File: src/rtl/dcpc_pkg.sv
// Shared types, register codes and helpers of the display pixel compositor.
// Depends on nothing; every other file of the block imports it.
package dcpc_pkg;

  localparam int unsigned CfgIdxW  = 3;
  localparam int unsigned CfgDataW = 8;

  localparam logic [7:0] HalfAlpha = 8'h80;
  localparam logic [7:0] FullAlpha = 8'hff;

  typedef enum logic [2:0] {
    FMT_CT32     = 3'd0,
    FMT_CT24     = 3'd1,
    FMT_CT16     = 3'd2,
    FMT_CT16S    = 3'd3,
    FMT_PACKED24 = 3'd4,
    FMT_GX16     = 3'd5,
    FMT_ZERO     = 3'd6
  } fmt_e;

  typedef enum logic [2:0] {
    OP_NONE        = 3'd0,
    OP_RGB         = 3'd1,
    OP_RGBA        = 3'd2,
    OP_ALPHA       = 3'd3,
    OP_SBLEND_RGB  = 3'd4,
    OP_SBLEND_RGBA = 3'd5,
    OP_CBLEND_RGB  = 3'd6,
    OP_CBLEND_RGBA = 3'd7
  } op_e;

  typedef enum logic [CfgIdxW-1:0] {
    REG_C1_FMT      = 3'd0,
    REG_C2_FMT      = 3'd1,
    REG_C1_OP       = 3'd2,
    REG_C2_OP       = 3'd3,
    REG_BLEND_CONST = 3'd4,
    REG_COMPOSE     = 3'd5
  } reg_idx_e;

  typedef struct packed {
    logic [7:0] a;
    logic [7:0] r;
    logic [7:0] g;
    logic [7:0] b;
  } pix_t;

  typedef struct packed {
    fmt_e       c1_fmt;
    fmt_e       c2_fmt;
    op_e        c1_op;
    logic [1:0] c2_op;
    logic [7:0] blend_const;
    logic       compose;
  } cfg_t;

  // Result of the decode stage: either a finished pixel or the operands of a mix.
  typedef struct packed {
    logic       mix;
    logic [7:0] alpha;
    pix_t       src;
    pix_t       dest;
    logic [7:0] out_a;
    pix_t       res;
  } dec_t;

  function automatic logic [7:0] widen5(input logic [4:0] c);
    widen5 = {c, c[4:2]};
  endfunction

  function automatic pix_t decode1555(input logic [15:0] w);
    pix_t p;
    p.r = widen5(w[4:0]);
    p.g = widen5(w[9:5]);
    p.b = widen5(w[14:10]);
    p.a = w[15] ? HalfAlpha : 8'h00;
    decode1555 = p;
  endfunction

endpackage

File: src/rtl/dcpc_if.sv
// Valid/ready channel interfaces of the display pixel compositor.
// Depends on dcpc_pkg for the configuration port widths.
interface dcpc_pix_in_if;
  logic        valid;
  logic        ready;
  logic        req_type;
  logic [15:0] first_word;
  logic [15:0] second_word;
  logic        source_x_odd;
  logic [31:0] dest_pixel;

  modport source (output valid, req_type, first_word, second_word, source_x_odd,
                  dest_pixel, input ready);
  modport sink   (input valid, req_type, first_word, second_word, source_x_odd,
                  dest_pixel, output ready);
endinterface

interface dcpc_pix_out_if;
  logic        valid;
  logic        ready;
  logic [31:0] out_pixel;

  modport source (output valid, out_pixel, input ready);
  modport sink   (input valid, out_pixel, output ready);
endinterface

interface dcpc_cfg_if;
  import dcpc_pkg::*;
  logic                valid;
  logic                ready;
  logic [CfgIdxW-1:0]  index;
  logic [CfgDataW-1:0] data;

  modport source (output valid, index, data, input ready);
  modport sink   (input valid, index, data, output ready);
endinterface

File: src/rtl/dcpc_decode.sv
// Source decode and operation select of the display pixel compositor.
// Depends on dcpc_pkg; purely combinational, registered by the top level.
module dcpc_decode (
  input  dcpc_pkg::cfg_t cfg_i,
  input  logic           req_type_i,
  input  logic [15:0]    first_word_i,
  input  logic [15:0]    second_word_i,
  input  logic           source_x_odd_i,
  input  logic [31:0]    dest_pixel_i,
  output dcpc_pkg::dec_t dec_o
);
  import dcpc_pkg::*;

  fmt_e       fmt;
  op_e        op;
  pix_t       src;
  pix_t       dest;
  logic [7:0] src_alpha2;
  logic [7:0] keep_a;

  assign fmt  = req_type_i ? cfg_i.c2_fmt : cfg_i.c1_fmt;
  assign op   = req_type_i ? op_e'({1'b0, cfg_i.c2_op}) : cfg_i.c1_op;
  assign dest = pix_t'(dest_pixel_i);

  always_comb begin
    src = '0;
    if (cfg_i.compose) begin
      src = decode1555(first_word_i);
    end else begin
      case (fmt)
        FMT_CT32: begin
          src = {second_word_i[15:8], first_word_i[7:0], first_word_i[15:8],
                 second_word_i[7:0]};
        end
        FMT_CT24: begin
          src = {HalfAlpha, first_word_i[7:0], first_word_i[15:8], second_word_i[7:0]};
        end
        FMT_CT16, FMT_CT16S, FMT_GX16: begin
          src = decode1555(first_word_i);
        end
        FMT_PACKED24: begin
          if (source_x_odd_i) begin
            src = {HalfAlpha, first_word_i[15:8], second_word_i[7:0], second_word_i[15:8]};
          end else begin
            src = {HalfAlpha, first_word_i[7:0], first_word_i[15:8], second_word_i[7:0]};
          end
        end
        default: begin
          src = '0;
        end
      endcase
    end
  end

  // Source alpha is doubled for blending and saturates at full scale.
  assign src_alpha2 = src.a[7] ? FullAlpha : {src.a[6:0], 1'b0};
  assign keep_a     = (op == OP_SBLEND_RGBA) ? src.a : dest.a;

  always_comb begin
    dec_o       = '0;
    dec_o.src   = src;
    dec_o.dest  = dest;
    dec_o.res   = dest;
    dec_o.out_a = dest.a;
    case (op)
      OP_RGB: begin
        dec_o.res = {dest.a, src.r, src.g, src.b};
      end
      OP_RGBA: begin
        dec_o.res = src;
      end
      OP_ALPHA: begin
        dec_o.res = {src.a, dest.r, dest.g, dest.b};
      end
      OP_SBLEND_RGB, OP_SBLEND_RGBA: begin
        if (cfg_i.compose) begin
          // In compose mode the blend degenerates to a select on the mask bit.
          dec_o.res = first_word_i[15] ? {keep_a, src.r, src.g, src.b}
                                       : {keep_a, dest.r, dest.g, dest.b};
        end else begin
          dec_o.mix   = 1'b1;
          dec_o.alpha = src_alpha2;
          dec_o.out_a = keep_a;
        end
      end
      OP_CBLEND_RGB: begin
        dec_o.mix   = 1'b1;
        dec_o.alpha = cfg_i.blend_const;
        dec_o.out_a = dest.a;
      end
      OP_CBLEND_RGBA: begin
        dec_o.mix   = 1'b1;
        dec_o.alpha = cfg_i.blend_const;
        dec_o.out_a = src.a;
      end
      default: begin
        dec_o.res = dest;
      end
    endcase
  end

endmodule

File: src/rtl/display_circuit_pixel_compositor_unit.sv
// Top level of the display pixel compositor: configuration registers and the
// decode, multiply and divide pipeline. Depends on dcpc_pkg, dcpc_if, dcpc_decode.
//
// The compositor takes one pixel beat per clock while no stage stalls and returns
// one result beat per input beat, in order. A beat passes the registered stages:
// source decode and operation select, per-channel 8x8 multiplies of the blend, then
// the divide by 255 (done with a reciprocal add and shift) into the output
// register. With the output sink always ready the sustained rate is one pixel
// per cycle; back-pressure stalls only the stages that are full. The
// configuration port is always ready and writes a register in the cycle its
// beat is taken; it must only be written while no pixel is in flight.
module display_circuit_pixel_compositor_unit (
  input  logic           clk_i,
  input  logic           rst_ni,
  dcpc_cfg_if.sink       cfg_i,
  dcpc_pix_in_if.sink    px_i,
  dcpc_pix_out_if.source px_o
);
  import dcpc_pkg::*;

  typedef struct packed {
    logic        mix;
    logic [7:0]  out_a;
    logic [15:0] sum_r;
    logic [15:0] sum_g;
    logic [15:0] sum_b;
    pix_t        res;
  } prod_t;

  // Configuration registers.
  cfg_t cfg_q;

  assign cfg_i.ready = 1'b1;

  always_ff @(posedge clk_i or negedge rst_ni) begin
    if (!rst_ni) begin
      cfg_q.c1_fmt      <= FMT_ZERO;
      cfg_q.c2_fmt      <= FMT_ZERO;
      cfg_q.c1_op       <= OP_NONE;
      cfg_q.c2_op       <= 2'd0;
      cfg_q.blend_const <= 8'd0;
      cfg_q.compose     <= 1'b0;
    end else if (cfg_i.valid) begin
      case (reg_idx_e'(cfg_i.index))
        REG_C1_FMT:      cfg_q.c1_fmt      <= fmt_e'(cfg_i.data[2:0]);
        REG_C2_FMT:      cfg_q.c2_fmt      <= fmt_e'(cfg_i.data[2:0]);
        REG_C1_OP:       cfg_q.c1_op       <= op_e'(cfg_i.data[2:0]);
        REG_C2_OP:       cfg_q.c2_op       <= cfg_i.data[1:0];
        REG_BLEND_CONST: cfg_q.blend_const <= cfg_i.data;
        REG_COMPOSE:     cfg_q.compose     <= cfg_i.data[0];
        default: begin
        end
      endcase
    end
  end

  // Stage handshake: a stage takes a new beat when it is empty or moving on.
  logic v1_q, v2_q, v3_q;
  logic ready1, ready2, ready3;

  assign ready3     = !v3_q || px_o.ready;
  assign ready2     = !v2_q || ready3;
  assign ready1     = !v1_q || ready2;
  assign px_i.ready = ready1;

  always_ff @(posedge clk_i or negedge rst_ni) begin
    if (!rst_ni) begin
      v1_q <= 1'b0;
      v2_q <= 1'b0;
      v3_q <= 1'b0;
    end else begin
      if (ready1) v1_q <= px_i.valid;
      if (ready2) v2_q <= v1_q;
      if (ready3) v3_q <= v2_q;
    end
  end

  // Stage 1: decode.
  dec_t dec_d, dec_q;

  dcpc_decode u_decode (
    .cfg_i          (cfg_q),
    .req_type_i     (px_i.req_type),
    .first_word_i   (px_i.first_word),
    .second_word_i  (px_i.second_word),
    .source_x_odd_i (px_i.source_x_odd),
    .dest_pixel_i   (px_i.dest_pixel),
    .dec_o          (dec_d)
  );

  always_ff @(posedge clk_i) begin
    if (px_i.valid && ready1) dec_q <= dec_d;
  end

  // Stage 2: s*a + d*(255-a) + 127 for each channel; the total stays below 2^16.
  prod_t      prod_d, prod_q;
  logic [7:0] inv_a;

  function automatic logic [15:0] mac(input logic [7:0] s, input logic [7:0] d,
                                      input logic [7:0] a, input logic [7:0] ia);
    logic [16:0] acc;
    acc = 17'(s) * 17'(a) + 17'(d) * 17'(ia) + 17'd127;
    mac = acc[15:0];
  endfunction

  assign inv_a = FullAlpha - dec_q.alpha;

  always_comb begin
    prod_d.mix   = dec_q.mix;
    prod_d.out_a = dec_q.out_a;
    prod_d.res   = dec_q.res;
    prod_d.sum_r = mac(dec_q.src.r, dec_q.dest.r, dec_q.alpha, inv_a);
    prod_d.sum_g = mac(dec_q.src.g, dec_q.dest.g, dec_q.alpha, inv_a);
    prod_d.sum_b = mac(dec_q.src.b, dec_q.dest.b, dec_q.alpha, inv_a);
  end

  always_ff @(posedge clk_i) begin
    if (v1_q && ready2) prod_q <= prod_d;
  end

  // Stage 3: x / 255 as (x + 1 + (x >> 8)) >> 8, exact over the stage 2 range.
  function automatic logic [7:0] div255(input logic [15:0] x);
    logic [15:0] t;
    t = x + 16'd1 + {8'd0, x[15:8]};
    div255 = t[15:8];
  endfunction

  pix_t out_d, out_q;

  always_comb begin
    if (prod_q.mix) begin
      out_d = {prod_q.out_a, div255(prod_q.sum_r), div255(prod_q.sum_g),
               div255(prod_q.sum_b)};
    end else begin
      out_d = prod_q.res;
    end
  end

  always_ff @(posedge clk_i) begin
    if (v2_q && ready3) out_q <= out_d;
  end

  assign px_o.valid     = v3_q;
  assign px_o.out_pixel = out_q;

  // A stalled decode stage keeps its beat.
  assert property (@(posedge clk_i) disable iff (!rst_ni)
    v1_q && !ready2 |=> v1_q)
    else $error("decode stage dropped a stalled beat");

  // An empty pipeline always takes input.
  assert property (@(posedge clk_i) disable iff (!rst_ni)
    !v1_q && !v2_q && !v3_q |-> px_i.ready)
    else $error("empty pipeline refused input");

  // A beat leaving the decode stage lands in the multiply stage.
  assert property (@(posedge clk_i) disable iff (!rst_ni)
    v1_q && ready2 |=> v2_q)
    else $error("beat lost between decode and multiply");

  // Blend sums never exceed 255*255 + 127, which keeps the divide exact.
  assert property (@(posedge clk_i) disable iff (!rst_ni)
    v2_q && prod_q.mix |-> prod_q.sum_r <= 16'd65152 && prod_q.sum_g <= 16'd65152
                           && prod_q.sum_b <= 16'd65152)
    else $error("blend sum out of range");

endmodule
File: src/flat_wrapper.sv
// flat-port wrapper written by rule: the top's interface ports become plain ports
module display_circuit_pixel_compositor_unit_flat import dcpc_pkg::*;
  (clk_i, rst_ni, cfg_i_valid, cfg_i_index, cfg_i_data, cfg_i_ready, px_i_valid, px_i_req_type, px_i_first_word, px_i_second_word, px_i_source_x_odd, px_i_dest_pixel, px_i_ready, px_o_valid, px_o_out_pixel, px_o_ready);
  dcpc_cfg_if cfg_i_i ();
  dcpc_pix_in_if px_i_i ();
  dcpc_pix_out_if px_o_i ();
  input  logic clk_i;
  input  logic rst_ni;
  input wire logic [$bits(cfg_i_i.valid)-1:0] cfg_i_valid;
  input wire logic [$bits(cfg_i_i.index)-1:0] cfg_i_index;
  input wire logic [$bits(cfg_i_i.data)-1:0] cfg_i_data;
  output wire logic [$bits(cfg_i_i.ready)-1:0] cfg_i_ready;
  input wire logic [$bits(px_i_i.valid)-1:0] px_i_valid;
  input wire logic [$bits(px_i_i.req_type)-1:0] px_i_req_type;
  input wire logic [$bits(px_i_i.first_word)-1:0] px_i_first_word;
  input wire logic [$bits(px_i_i.second_word)-1:0] px_i_second_word;
  input wire logic [$bits(px_i_i.source_x_odd)-1:0] px_i_source_x_odd;
  input wire logic [$bits(px_i_i.dest_pixel)-1:0] px_i_dest_pixel;
  output wire logic [$bits(px_i_i.ready)-1:0] px_i_ready;
  output wire logic [$bits(px_o_i.valid)-1:0] px_o_valid;
  output wire logic [$bits(px_o_i.out_pixel)-1:0] px_o_out_pixel;
  input wire logic [$bits(px_o_i.ready)-1:0] px_o_ready;
  assign cfg_i_i.valid = cfg_i_valid;
  assign cfg_i_i.index = cfg_i_index;
  assign cfg_i_i.data = cfg_i_data;
  assign cfg_i_ready = cfg_i_i.ready;
  assign px_i_i.valid = px_i_valid;
  assign px_i_i.req_type = px_i_req_type;
  assign px_i_i.first_word = px_i_first_word;
  assign px_i_i.second_word = px_i_second_word;
  assign px_i_i.source_x_odd = px_i_source_x_odd;
  assign px_i_i.dest_pixel = px_i_dest_pixel;
  assign px_i_ready = px_i_i.ready;
  assign px_o_valid = px_o_i.valid;
  assign px_o_out_pixel = px_o_i.out_pixel;
  assign px_o_i.ready = px_o_ready;
  display_circuit_pixel_compositor_unit u_core (.clk_i(clk_i), .rst_ni(rst_ni), .cfg_i(cfg_i_i), .px_i(px_i_i), .px_o(px_o_i));
endmodule
File: config.mk
export PLATFORM = sky130hd
export DESIGN_NAME = display_circuit_pixel_compositor_unit_flat
export DESIGN_NICKNAME = d
export VERILOG_FILES = /design/src/rtl/dcpc_pkg.sv /design/src/rtl/dcpc_if.sv /design/src/rtl/dcpc_decode.sv /design/src/rtl/display_circuit_pixel_compositor_unit.sv /design/src/flat_wrapper.sv
export SDC_FILE = /design/constraint.sdc
export NUM_CORES = 1
export LEC_CHECK = 0
export BUFFER_PORTS_ARGS = -buffer_cell sky130_fd_sc_hd__buf_4
export CAP_MARGIN = 20
export CORE_MARGIN = 2
export CORE_UTILIZATION = 35
export CTS_BUF_LIST = sky130_fd_sc_hd__clkbuf_16
export DETAILED_ROUTE_END_ITERATION = 8
export HOLD_SLACK_MARGIN = 0.12
export SLEW_MARGIN = 20
export SYNTH_ARGS = -nofsm -noshare
export SYNTH_HDL_FRONTEND = slang
export SYNTH_HIERARCHICAL = 1
export SYNTH_SLANG_ARGS = --single-unit
File: constraint.sdc
create_clock -name clk_i -period 7.73 [get_ports clk_i]
set_clock_uncertainty 0.05 [all_clocks]
set_input_delay 1.1595 -clock clk_i [delete_from_list [all_inputs] [get_ports clk_i]]
set_output_delay 1.1595 -clock clk_i [all_outputs]
set_load 0.1 [all_outputs]
==> results.toml <==
[run_status]
status = "finished, final reports clean"

[floorplanning]
die_h_um = 266.1
die_area_um2 = 70820
start_util_pct = 35.18
rows = 96
coreArea_um2 = 68350
ios = 117
die_x_um = 266.1

[place]
pre_cts_ws_ps = 1375
gp_congestion = 0.8690
hpwl_mm = 46.20
dpl-instance-area_um2 = 25650
io_buffer_count = 115

[run]
drv_cap = 0

[final_layout]
final_cell_mix = "inv_1 (418), fa_1 (309), edfxtp_1 (218), ha_1 (189), nand2_1 (136)"
num-fill-cells = 6567
fin_area_um2 = 26510
area_growth_pct = 10.23
layout_commonest_cell = "inv_1"
final_net_count = 2879
drive_above_1_share_pct = 10.49
insertedDiodeCount = 0

[routing]
drc = 0
post_drt_wl_per_cell_um = 18.27
ant_nets = 0
routed_wl_mm = 58.42
route.vias.total = 16080
drt_first_pass_iters = 5
viasPerCell = 5.028
drt_iter0_markers = 1188

[setup_path]
end_kind = "register"
worstPathRequired_ps = 7970
r2r-start = "u_core/dec_q[107]$_DFFE_PP_"
timing.critical_path.from = "u_core/dec_q[107]$_DFFE_PP_"
worstSetupPathType = "reg2reg"
arrival_ps = 6610
cp_max_fo = 26
start_kind = "register"

[clocking]
postCtsHoldBufs = 0
cts_buffer_depth = 3
clock_sinks = 241
htreeDepth = 1
cts_root_buf = "clkbuf_16"
clk_latency_ps = 580
cts_setup_buffers = 0
cts-buffers-inserted = 28
cts_tree = "built"
clkTransAtPathRegs_ps = 60
ctsResizeCount = 0

[logic_synthesis]
syn_area_per_cell_um2 = 10.76
synthesis.instances = 2235
syn_nets = 2815
synth_area_um2 = 24050
ys_warn_count = 6

[global_routing]
grt.total_usage_pct = 16.88
grt_max_degree = 67
grt_overflow = 0
grt_pass1_wl_mm = 94.76
antenna_found_initial = 1
grt_pass1_vias = 17350

[sta]
timing.setup.tns_ps = 0
fin_crit_ps = 6370
grt_setup_unrepaired = "no"
fmax_mhz = 157.0
report.final.slew_viol_count = 0
slew_headroom_pct = 25.63
setup_viol = 0
tightest_slew_ps = 1113
setup_ws_ps = 1360
hold_violations = 0
min_period_over_period_pct = 82.40

[worst_hold_path]
hold_path_startpoint = "u_core/dec_q[11]$_DFFE_PP_"
hp-class = "reg2reg"
-- registers in the layout, summed over array words and instances, names as in the netlist --
register / cells
u_core/prod_q: 89
u_core/px_o.out_pixel: 32
u_core/px_o.valid: 1
u_core/v1_q: 1
u_core/dec_q: 97
u_core/v2_q: 1
u_core/cfg_q: 20
-- critical path, cell delays in order, from the launching register on --
cell and delay, ps:
edfxtp_1 1060, buf_4 420, nor2b_1 100, fa_1 510, inv_1 50, fa_1 520, inv_1 50, fa_1 500
fa_1 440, fa_1 490, inv_1 50, fa_1 470, inv_1 40, ha_1 350, o21ai_0 120, a21boi_1 220
o31a_1 230, nor2_1 80, o21ai_0 210, xor2_1 90
-- layer usage --
layer / GRT usage [%] / routed length, µm
met1: 23.06 / 25820
met2: 28.24 / 27700
met3: 2.283 / 3294
met4: 4.434 / 1594
met5: 0 / 12
-- final timing paths --
path,to,slack [ps],cells after the start
max,u_core/prod_q[43]$_DFFE_PP_,1360,19
min,u_core/prod_q[11]$_DFFE_PP_,370,0
max reg2reg,u_core/prod_q[43]$_DFFE_PP_,1360,19
min reg2reg,u_core/prod_q[11]$_DFFE_PP_,370,0
max in group asynchronous,u_core/cfg_q[15]$_DFFE_PN1P_,6920,1
min in group asynchronous,u_core/px_o.valid$_DFFE_PN0P_,420,1
-- metrics by stage --
| step | utilization [%] | hold slack, ps | cells |
|---|---|---|---|
| floorplan | - | 350.3 | 2235 |
| global route | 38.78 | 371.7 | 3198 |
| finish | 38.78 | 369.2 | 3198 |
| CTS | 38.76 | 370.5 | 3197 |
| detailed placement | 37.53 | 354.5 | 3150 |
| global placement | 37.53 | 350.2 | 3150 |
-- final cells by class --
class                           instances  area (µm²)  share of cell area [%]
Multi-Input combinational cell       1477       14850                   56.03
Sequential cell                       241        7127                   26.89
Inverter                              416        1562                   5.891
Tap cell                              882        1104                   4.163
Timing Repair Buffer                  135        1021                   3.852
Clock buffer                           28       700.7                   2.643
Clock inverter                         19       141.4                  0.5334
Power is not shown: default switching activity piles up to over one toggle a cycle in this logic, so the estimate is an artifact.
